## src/hw/rtl/stfc_pkg.sv

```systemverilog
// Shared types, constants and arithmetic helpers for the smoothed temperature fan control.
// No dependencies; imported by stfc_ram users and the top level.
package stfc_pkg;

  // Ring and sample geometry.
  localparam int TAPS        = 10;
  localparam int SAMPLE_BITS = 10;
  localparam int POS_W       = $clog2(TAPS);
  localparam int SUM_W       = $clog2(TAPS * ((1 << SAMPLE_BITS) - 1) + 1);

  // Floor division of the running sum by TAPS via a reciprocal multiply that is
  // exact for every sum below 2**SUM_W.
  localparam int RECIP_SHIFT = SUM_W + $clog2(TAPS);
  localparam int RECIP_W     = SUM_W + 1;
  localparam longint unsigned RECIP_L =
    ((64'd1 << RECIP_SHIFT) + longint'(TAPS) - 1) / longint'(TAPS);
  localparam logic [RECIP_W-1:0] RECIP = RECIP_W'(RECIP_L);

  // Configuration register widths and reset values.
  localparam int STARTUP_W = 8;
  localparam int GAIN_W    = 16;
  localparam int OFFSET_W  = 20;
  localparam logic [STARTUP_W-1:0] STARTUP_RESET = 8'd10;
  localparam logic [GAIN_W-1:0]    GAIN_RESET    = 16'd5830;
  localparam logic [OFFSET_W-1:0]  OFFSET_RESET  = 20'd547226;

  localparam int CFG_INDEX_W = 2;
  typedef enum logic [CFG_INDEX_W-1:0] {
    CFG_STARTUP = 2'd0,
    CFG_GAIN    = 2'd1,
    CFG_OFFSET  = 2'd2
  } cfg_index_t;

  // Calibration: avg * gain + offset, then the integer part from bit 16 up.
  localparam int FRAC_BITS = 16;
  localparam int CAL_W     = SAMPLE_BITS + GAIN_W + 1;
  localparam int TEMP_W    = 7;
  localparam logic [TEMP_W-1:0] TEMP_MAX = 7'd127;

  // Fan speeds and temperature bands.
  localparam int PCT_W = 7;
  localparam logic [PCT_W-1:0] PCT_FULL = 7'd100;
  localparam logic [TEMP_W-1:0] TEMP_TRIP = 7'd90;
  localparam logic [TEMP_W-1:0] TEMP_B80  = 7'd80;
  localparam logic [TEMP_W-1:0] TEMP_B70  = 7'd70;
  localparam logic [TEMP_W-1:0] TEMP_B60  = 7'd60;
  localparam logic [TEMP_W-1:0] TEMP_B50  = 7'd50;
  localparam logic [TEMP_W-1:0] TEMP_B40  = 7'd40;

  // Duty = percent * 255 / 100 using a reciprocal that is exact below 43690.
  localparam int DUTY_W     = 8;
  localparam int PWM_SHIFT  = 19;
  localparam logic [12:0] PWM_RECIP = 13'd5243;

  function automatic logic [PCT_W-1:0] band_speed(input logic [TEMP_W-1:0] t);
    logic [PCT_W-1:0] s;
    if (t >= TEMP_B80)      s = 7'd100;
    else if (t >= TEMP_B70) s = 7'd80;
    else if (t >= TEMP_B60) s = 7'd60;
    else if (t >= TEMP_B50) s = 7'd40;
    else if (t >= TEMP_B40) s = 7'd20;
    else                    s = 7'd0;
    return s;
  endfunction

  function automatic logic [DUTY_W-1:0] duty_of(input logic [PCT_W-1:0] pct);
    logic [14:0] scaled;
    logic [27:0] prod;
    scaled = 15'(pct) * 15'd255;
    prod   = 28'(scaled) * 28'(PWM_RECIP);
    return prod[PWM_SHIFT +: DUTY_W];
  endfunction

endpackage

```

## src/hw/rtl/stfc_ram.sv

```systemverilog
// Generic single-clock RAM with one write port and one registered read port.
// No package dependencies.
module stfc_ram #(
  parameter int WIDTH = 8,
  parameter int DEPTH = 16
) (
  input  logic                     clk,
  input  logic                     we,
  input  logic [$clog2(DEPTH)-1:0] waddr,
  input  logic [WIDTH-1:0]         wdata,
  input  logic                     re,
  input  logic [$clog2(DEPTH)-1:0] raddr,
  output logic [WIDTH-1:0]         rdata
);

  logic [WIDTH-1:0] mem [DEPTH];

  always_ff @(posedge clk) begin
    if (we) begin
      mem[waddr] <= wdata;
    end
    if (re) begin
      rdata <= mem[raddr];
    end
  end

endmodule

```

## src/hw/rtl/smoothed_temperature_fan_control.sv

```systemverilog
// Smoothed temperature fan control: ring-averaged sensor samples, fixed-point
// calibration, banded fan speed and a latching over-temperature heater trip.
// A beat passes the ring read, sum, average, calibration and output registers;
// one beat is accepted every cycle while out_stall does not hold the pipeline.
// Synchronous reset clears the ring valid bits, position, sum and stage valids,
// loads the register defaults, sets fan speed to 100 and the heater to on.
// Depends on stfc_pkg, stfc_ram.
module smoothed_temperature_fan_control
  import stfc_pkg::*;
(
  input  logic                   clk,
  input  logic                   rst,
  input  logic                   in_valid,
  output logic                   in_stall,
  input  logic [SAMPLE_BITS-1:0] adc_sample,
  input  logic [15:0]            uptime_seconds,
  output logic                   out_valid,
  input  logic                   out_stall,
  output logic [TEMP_W-1:0]      temperature,
  output logic [PCT_W-1:0]       fan_percent,
  output logic [DUTY_W-1:0]      pwm_duty,
  output logic                   heater_on,
  output logic                   over_temp,
  input  logic                   cfg_valid,
  output logic                   cfg_ready,
  input  logic [CFG_INDEX_W-1:0] cfg_index,
  input  logic [31:0]            cfg_data
);

  logic [STARTUP_W-1:0] startup_seconds;
  logic [GAIN_W-1:0]    gain_q16;
  logic [OFFSET_W-1:0]  offset_q16;

  logic adv;
  logic accept;

  logic [POS_W-1:0]       ring_position;
  logic [TAPS-1:0]        ring_valid;
  logic [SAMPLE_BITS-1:0] ram_rdata;

  // Stage 1: ring read in flight.
  logic                   v1;
  logic [SAMPLE_BITS-1:0] sample1;
  logic [15:0]            up1;
  logic [POS_W-1:0]       pos1;
  logic [SAMPLE_BITS-1:0] old_sample;

  // Stage 2: running sum holds this beat's total.
  logic                   v2;
  logic [15:0]            up2;
  logic [SUM_W-1:0]       running_sum;
  logic [SUM_W-1:0]       running_sum_next;
  logic [SUM_W+RECIP_W-1:0] avg_prod;

  // Stage 3: average.
  logic                   v3;
  logic [15:0]            up3;
  logic [SAMPLE_BITS-1:0] avg3;

  // Stage 4: calibrated value.
  logic                   v4;
  logic [15:0]            up4;
  logic [CAL_W-1:0]       cal4;
  logic [CAL_W-FRAC_BITS-1:0] cal_int;
  logic [TEMP_W-1:0]      temp4;

  logic [PCT_W-1:0] fan_speed;
  logic [PCT_W-1:0] fan_speed_next;
  logic             heater_state;
  logic             heater_state_next;
  logic             trip;

  assign adv       = !out_valid || !out_stall;
  assign in_stall  = !adv;
  assign accept    = in_valid && adv;
  assign cfg_ready = 1'b1;

  always_ff @(posedge clk) begin
    if (rst) begin
      startup_seconds <= STARTUP_RESET;
      gain_q16        <= GAIN_RESET;
      offset_q16      <= OFFSET_RESET;
    end else if (cfg_valid) begin
      case (cfg_index)
        CFG_STARTUP: startup_seconds <= cfg_data[STARTUP_W-1:0];
        CFG_GAIN:    gain_q16        <= cfg_data[GAIN_W-1:0];
        CFG_OFFSET:  offset_q16      <= cfg_data[OFFSET_W-1:0];
        default:     ;
      endcase
    end
  end

  // The entry at the current position is read on accept and overwritten when
  // that beat leaves the first stage; the ring is at least two deep, so no read
  // can meet that write.
  stfc_ram #(
    .WIDTH(SAMPLE_BITS),
    .DEPTH(TAPS)
  ) u_ring (
    .clk  (clk),
    .we   (adv && v1),
    .waddr(pos1),
    .wdata(sample1),
    .re   (accept),
    .raddr(ring_position),
    .rdata(ram_rdata)
  );

  // Entries never written read as zero.
  assign old_sample       = ring_valid[pos1] ? ram_rdata : '0;
  assign running_sum_next = running_sum - SUM_W'(old_sample) + SUM_W'(sample1);
  assign avg_prod         = (SUM_W+RECIP_W)'(running_sum) * (SUM_W+RECIP_W)'(RECIP);

  assign cal_int = cal4[CAL_W-1:FRAC_BITS];
  assign temp4   = (cal_int > (CAL_W-FRAC_BITS)'(TEMP_MAX)) ? TEMP_MAX
                                                           : cal_int[TEMP_W-1:0];

  always_comb begin
    fan_speed_next    = fan_speed;
    heater_state_next = heater_state;
    trip              = 1'b0;
    if (up4 < 16'(startup_seconds)) begin
      fan_speed_next = PCT_FULL;
    end else if (temp4 >= TEMP_TRIP) begin
      heater_state_next = 1'b0;
      trip              = 1'b1;
    end else begin
      fan_speed_next = band_speed(temp4);
    end
  end

  always_ff @(posedge clk) begin
    if (rst) begin
      ring_position <= '0;
      ring_valid    <= '0;
      running_sum   <= '0;
      fan_speed     <= PCT_FULL;
      heater_state  <= 1'b1;
      v1            <= 1'b0;
      v2            <= 1'b0;
      v3            <= 1'b0;
      v4            <= 1'b0;
      out_valid     <= 1'b0;
    end else if (adv) begin
      v1        <= in_valid;
      v2        <= v1;
      v3        <= v2;
      v4        <= v3;
      out_valid <= v4;
      if (in_valid) begin
        ring_position <= (ring_position == POS_W'(TAPS - 1)) ? '0 : ring_position + 1'b1;
      end
      if (v1) begin
        ring_valid[pos1] <= 1'b1;
        running_sum      <= running_sum_next;
      end
      if (v4) begin
        fan_speed    <= fan_speed_next;
        heater_state <= heater_state_next;
      end
    end
  end

  always_ff @(posedge clk) begin
    if (adv) begin
      sample1     <= adc_sample;
      up1         <= uptime_seconds;
      pos1        <= ring_position;
      up2         <= up1;
      up3         <= up2;
      avg3        <= avg_prod[RECIP_SHIFT +: SAMPLE_BITS];
      up4         <= up3;
      cal4        <= CAL_W'(avg3) * CAL_W'(gain_q16) + CAL_W'(offset_q16);
      temperature <= temp4;
      fan_percent <= fan_speed_next;
      pwm_duty    <= duty_of(fan_speed_next);
      heater_on   <= heater_state_next;
      over_temp   <= trip;
    end
  end

endmodule
```

## config.mk

```make
export PLATFORM = sky130hd
export DESIGN_NAME = smoothed_temperature_fan_control
export DESIGN_NICKNAME = d
export VERILOG_FILES = /design/src/hw/rtl/stfc_pkg.sv /design/src/hw/rtl/stfc_ram.sv /design/src/hw/rtl/smoothed_temperature_fan_control.sv
export SDC_FILE = /design/constraint.sdc
export NUM_CORES = 1
export LEC_CHECK = 0
export ABC_AREA = 1
export BUFFER_PORTS_ARGS = -buffer_cell sky130_fd_sc_hd__clkbuf_2
export CAP_MARGIN = 15
export CELL_PAD_IN_SITES_DETAIL_PLACEMENT = 1
export CELL_PAD_IN_SITES_GLOBAL_PLACEMENT = 1
export CORE_MARGIN = 3
export CORE_UTILIZATION = 50
export DETAILED_ROUTE_END_ITERATION = 6
export PLACE_DENSITY_LB_ADDON = 0.15
export REMOVE_ABC_BUFFERS = 1
export SETUP_SLACK_MARGIN = 0.1
export SLEW_MARGIN = 20
export SYNTH_ARGS = -nofsm -noshare
export SYNTH_HDL_FRONTEND = slang
export SYNTH_HIERARCHICAL = 1
export SYNTH_SLANG_ARGS = --single-unit
```

## constraint.sdc

```tcl
create_clock -name clk -period 21 [get_ports clk]
set_input_delay 0 -clock clk [delete_from_list [all_inputs] [get_ports clk]]
set_output_delay 0 -clock clk [all_outputs]
set_load 0.005 [all_outputs]
```

# Word-level counts from Yosys, hierarchy flattened

Memories as Yosys holds them, arrays and structs flattened. A register that Yosys moved wholly into a read port is not among the register bits.
Index checks and enable logic that the tools add are counted.

Bits in registers: 224
Bits in latches: 0
Memory bits (writable): 100
Bits in read-only memories: 0
Output and inout bits: 27
Memories: 1

Memories:

| name       | words | width | rd ports | clocked after memory_dff | write ports | RTL line       | RTL |
|---|---|---|---|---|---|---|---|
| u_ring.mem | 10    | 10    | 1        | 1                        | 1           | stfc_ram.sv:16 | `logic [WIDTH-1:0] mem [DEPTH];` |

Add/sub/neg operators: 4
$mul: 4
Div/mod/pow operators: 0
Magnitude comparators: 10
Eq/ne operators: 3
Shift-type cells: 0
Multiplexer cells: 19
Bitwise logic cells: 1
Reduce and logical (&&, ||, !) cells: 14

Operators with widths:

| kind                     | count |
|---|---|
| $mux W7                  | 5 |
| $mul A14 B15 Y28 const B | 1 |
| $add A26 B20 Y27         | 1 |
| $mul A15 B13 Y27 const B | 1 |
| $mul A10 B16 Y26         | 1 |
| $ge A7 B6 Y1 const B     | 3 |
| $ge A7 B7 Y1 const B     | 3 |
| $lt A16 B8 Y1            | 1 |
| $mul A7 B8 Y15 const B   | 1 |
| $add A14 B10 Y14         | 1 |
| $sub A14 B10 Y14         | 1 |
| $mux W6                  | 2 |
| $reduce_and A2 Y1        | 6 |
| $gt A11 B7 Y1 const B    | 1 |
| $mux W10                 | 1 |
| $or A10 B10 Y10          | 1 |
| $mux W1                  | 7 |
| $lt A4 B5 Y1 const B     | 1 |
| $mux W5                  | 1 |
| $add A4 B1 Y4 const B    | 1 |
| $bmux W1 S4              | 1 |
| $demux W1 S4             | 1 |
| $eq A4 B4 Y1 const B     | 1 |
| $ge A4 B1 Y1 const B     | 1 |
| other kinds (7)          | 11 |

# Longest topological paths before layout

Word-level depth: 12
Depth in mapped cells: 51

# Modules after synthesis

Netlist, hierarchy kept.

By module, submodules not included:

| module                           | times used | cells an instance | area each (µm²) | seq. area each (µm²) |
|---|---|---|---|---|
| smoothed_temperature_fan_control | 1          | 2808              | 23590.1         | 5395.2 |
| stfc_ram                         | 1          | 413               | 4599.4          | 3303.2 |

# Least setup slack after synthesis

No wires, ideal clock.

Path kind: flip-flop to flip-flop
Start point: register up4[5]
End point: register pwm_duty[6], data pin
Library setup time: 0.253 ns
Data arrival time: 8.586 ns
Data required time: 20.747 ns
Setup slack: 12.161 ns
Cell stages (with the launch flop): 43
Path buffers: 0
Period minus slack after synthesis: 8.839 ns
Path through: edfxtp_1 > ha_1 > a21oi_1 > o21a_1 > nand3_2 > nand2_1 > inv_1 > nand2_1 > o21ai_1 > fa_1 > inv_1 > fa_1 > inv_1 > fa_1 > inv_1 > fa_1 > inv_1 > ha_1 > [7 not listed] > nand2_1 > nand2_1 > inv_1 > ha_1 > ha_1 > fa_1 > fa_1 > inv_1 > fa_1 > inv_1 > ha_1 > a21oi_1 > o21ai_0 > nand2_1 > nor3b_1 > nand3_1 > nand2_1 > nand2_1

Word-level cells in the longest chain between the ends: 4

Ends and longest elaborated chain:

| item                     | RTL line                                | RTL |
|---|---|---|
| start: declaration       | smoothed_temperature_fan_control.sv:62  | `logic [15:0] up4;` |
| start signal: assignment | smoothed_temperature_fan_control.sv:172 | `up4 <= up3;` |
| $lt A16 B8 Y1            | smoothed_temperature_fan_control.sv:122 | `if (up4 < 16'(startup_seconds)) begin` |
| $mux W7                  | smoothed_temperature_fan_control.sv:122 |  |
| net fan_speed_next[4]    | smoothed_temperature_fan_control.sv:68  | `logic [PCT_W-1:0] fan_speed_next;` |
| $mul A7 B8 Y15           | stfc_pkg.sv:69                          | `scaled = 15'(pct) * 15'd255;` |
| $mul A15 B13 Y27         | stfc_pkg.sv:70                          | `prod = 28'(scaled) * 28'(PWM_RECIP);` |
| end signal: assignment   | smoothed_temperature_fan_control.sv:176 | `pwm_duty <= duty_of(fan_speed_next);` |
| end: declaration         | smoothed_temperature_fan_control.sv:21  | `output logic [DUTY_W-1:0] pwm_duty,` |

The timed path passes the listed nets, and every way through them passes these cells.
A chain may end at the register's enable or synchronous reset.

# Worst setup path in the final report

Start point: register up4[7]
End point: register pwm_duty[6], data pin

Same word-level chain as after synthesis.

==> results.tsv <==
stage	metric	value	unit
outcome	outcome	finished clean	
global_routing	first-pass GRT wire length	126900	um
clock_tree	TritonCTS Sinks	318	
global_routing	initial antenna violation count	0	
floorplanning	CORE AREA	0.05542	sq mm
detailed_routing	final WL	76380	um
critical_path	Crit. End Element	flip-flop	
synth	Yosys top cell area share	24.82	%
clock_tree	clock-pin slew on the worst setup and hold paths	0.06	ns
cells_and_area	multi-input logic area	0.01631	sq mm
place	IO buf count	78	
sta	RSZ-0062 raised after global routing	false	
cells_and_area	fin nets	3987	
floorplanning	Ports	92	
cells_and_area	ant diodes	0	
cells_and_area	area growth from synthesis to layout	10.59	%
detailed_routing	Vias/cell	5.256	
sta	FMAX	97.72	MHz
worst_hold_path	hold path start	rst	
critical_path	Worst Reg-to-Reg Cells	42	
sta	Final period util	48.73	%
floorplanning	Initial Utilization	50.87	%
sta	Final setup viols	0	
sta	Max Slew Vio Count	0	
critical_path	CP Class	reg2reg	
cells_and_area	share of layout cells above drive strength 1	5.541	%
place	DP Wirelength	58930	um
critical_path	Worst path slowest cell	fa_1	
global_routing	all-layer global routing usage	26.67	%
synth	Synth Cell Area	0.02819	sq mm
synth	most common cell in the netlist	inv_1	
clock_tree	Max Buffers Root-to-Sink	3	
synth	post-synth cell types	51	
detailed_routing	routed len/inst	18.61	um
clock_tree	Root Driver	clkbuf_16	
synth	leading area contributor after synthesis	edfxtp_1	
critical_path	worst path required time	21.31	ns
detailed_routing	DRT iter0 DRCs	881	
critical_path	register-to-register setup slack	10.77	ns
sta	setup tns final	0	ns
critical_path	CP peak stage delay	0.79	ns
clock_tree	CTS tree	built	
synth	Synth warnings	6	
clock_tree	CTS H-tree depth	2	
synth	asr flop ratio synth	0	%
sta	Worst-Margin Slew	1.056	ns
cells_and_area	Reg area	0.008700	sq mm
sta	worst relative slew slack	29.35	%
critical_path	worst r2r src	up4[7]$_DFFE_PN_	
clock_tree	worst skew pair latency	0.57	ns
synth	Seq/Total Area, Yosys	30.86	%
clock_tree	CTS buffer count	38	
floorplanning	full die area	0.05926	sq mm
place	Placer Congestion	0.8809	
worst_hold_path	worst hold path type	in2reg	
cells_and_area	fill count	6466	
floorplanning	Die Wd	243.4	um
detailed_routing	antenna-violating nets left	0	
synth	syn avg cell area	8.752	sq um
synth	most frequent cells after synthesis	inv_1, nand2_1, ha_1	
floorplanning	Die Ht	243.4	um
critical_path	r2r endpoint	pwm_duty[6]$_DFFE_PN_	
global_routing	GRT overflow	0	
detailed_routing	DRT Pass-1 Iters	5	
synth	Post-synth EDFFs	233	
floorplanning	row count	86	
sta	Final Skew	0.02914	ns
synth	Post-Syn Instances	3221	
synth	ranking of synthesized cells by area	edfxtp_1, fa_1, ha_1, inv_1, nand2_1	
critical_path	crit path launch type	flip-flop	
critical_path	CP max FO	9	
sta	Fin. Hold Viols	0	
clock_tree	Setup Buffers After CTS	0	
worst_hold_path	Hold Path Stages	3	
detailed_routing	Vias	21580	
critical_path	Most Frequent Cell on Critical Path	nand2_1	
global_routing	vias in the first global route	24960	
detailed_routing	DR DRC count	0	
synth	#FFs+latches synth	318	
sta	minimum clock period	10.23	ns
global_routing	largest net degree at the start of global routing	75	
critical_path	WP data arrival	10.54	ns
worst_hold_path	hold worst-path end	ring_valid[8]$_SDFFE_PP0P_	
flow_run	max_cap viols	0	
synth	Synth Flop Type	edfxtp_1	
[metal layers]
layer | share of wire (%) | global-route usage (%)
met1 | 40 | 31.33
met2 | 52 | 49.39
met3 | 3.5 | 3.082
met4 | 4.2 | 10.97
met5 | 0 | 0
[per-stage QoR]
step | utilization, % | hold slack [ns] | std cells | instance area [sq um] | setup WS [ns]
final | 56.26 | 0.01144 | 4105 | 31170 | 10.77
after global routing | 56.26 | 0.05272 | 4105 | 31170 | 9.958
after CTS | 56.22 | 0.004127 | 4105 | 31160 | 10.69
after detailed placement | 52.80 | 0.1791 | 3984 | 29260 | 10.85
after global placement | 52.80 | 0.1763 | 3984 | 29260 | 10.98
after floorplan | - | 0.06907 | 3148 | 27840 | 12.16
[registers in the layout, indices dropped and copies added (netlist names), 7 cells and up]
signal and count:
temperature 7, ring_valid 10, gain_q16 16, running_sum 14, avg3 10, u_ring/mem 100, up3 16, startup_seconds 8
up1 16, cal4 11, up4 16, pwm_duty 8, fan_percent 7, up2 16, fan_speed 7, offset_q16 20
u_ring/rdata 10, sample1 10
[worst max path at each step]
| stage | start | endpoint | slack [ns] | cells after the start |
|---|---|---|---|---|
| finish | up4[7]$_DFFE_PN_ | pwm_duty[6]$_DFFE_PN_ | 10.77 | 42 |
| global route | startup_seconds[2]$_SDFFE_PP0P_ | pwm_duty[6]$_DFFE_PN_ | 9.96 | 46 |
| floorplan | up4[5]$_DFFE_PN_ | pwm_duty[6]$_DFFE_PN_ | 12.16 | 42 |
| global placement | up4[3]$_DFFE_PN_ | pwm_duty[6]$_DFFE_PN_ | 10.98 | 43 |
| detailed placement | up4[3]$_DFFE_PN_ | pwm_duty[6]$_DFFE_PN_ | 10.85 | 43 |
| CTS | up4[2]$_DFFE_PN_ | pwm_duty[6]$_DFFE_PN_ | 10.69 | 45 |
[cells by family (layout without fill, tap and decap cells)]
| kind of cell | count (synthesis) | after routing | share of synthesized area (%) |
|---|---|---|---|
| flops | 318 | 318 | 30.86 |
| compound gates | 292 | 292 | 5.748 |
| buf+inv | 834 | 970 | 11.39 |
| fa+ha+maj | 595 | 595 | 33.79 |
| simple gates | 1135 | 1135 | 16.65 |
| other cells | 1 | 1 | 0.01330 |
| xor+xnor | 46 | 46 | 1.549 |
[critical path: cells and delay by family, from the launching register on]
kind / cells / cell delay [ns]
AOI/OAI and AO/OA: 6 / 1.24
adders and majority gates: 12 / 5.55
buffers and inverters: 9 / 0.59
xor gates and xnor gates: 1 / 0.42
DFF: 1 / 0.40
and+or+nand+nor: 14 / 1.76
[cell usage in the layout, fill, tap and decap left out, types with 10 or more instances in the layout]
| cell | instances |
|---|---|
| ha_1 | 318 |
| inv_1 | 753 |
| a21o_1 | 16 |
| nand3_1 | 171 |
| o21bai_1 | 16 |
| dfxtp_1 | 84 |
| clkbuf_16 | 38 |
| nand2_1 | 700 |
| fa_1 | 277 |
| xor2_1 | 34 |
| buf_4 | 10 |
| nor2_1 | 175 |
| dlygate4sd3_1 | 51 |
| clkbuf_2 | 78 |
| nor3_1 | 17 |
| edfxtp_1 | 233 |
| nand4_1 | 37 |
| o21ai_0 | 94 |
| clkinv_1 | 10 |
| a21oi_1 | 133 |
[layout make-up]
| type | count | area share, % |
|---|---|---|
| inverter | 761 | 9.187 |
| multi-input combinational | 2069 | 52.32 |
| clock inverter | 22 | 1.064 |
| tap | 748 | 3.002 |
| sequential | 318 | 27.91 |
| clock buffer | 48 | 3.395 |
| timing repair buffer | 139 | 3.131 |
[timing repair]
action,in CTS,in global routing
hold buffers,51,0
gates resized for setup,0,0
endpoints found under the hold margin,72,0
Power is not shown: default switching activity piles up to over one toggle a cycle in this logic, so the estimate is an artifact.
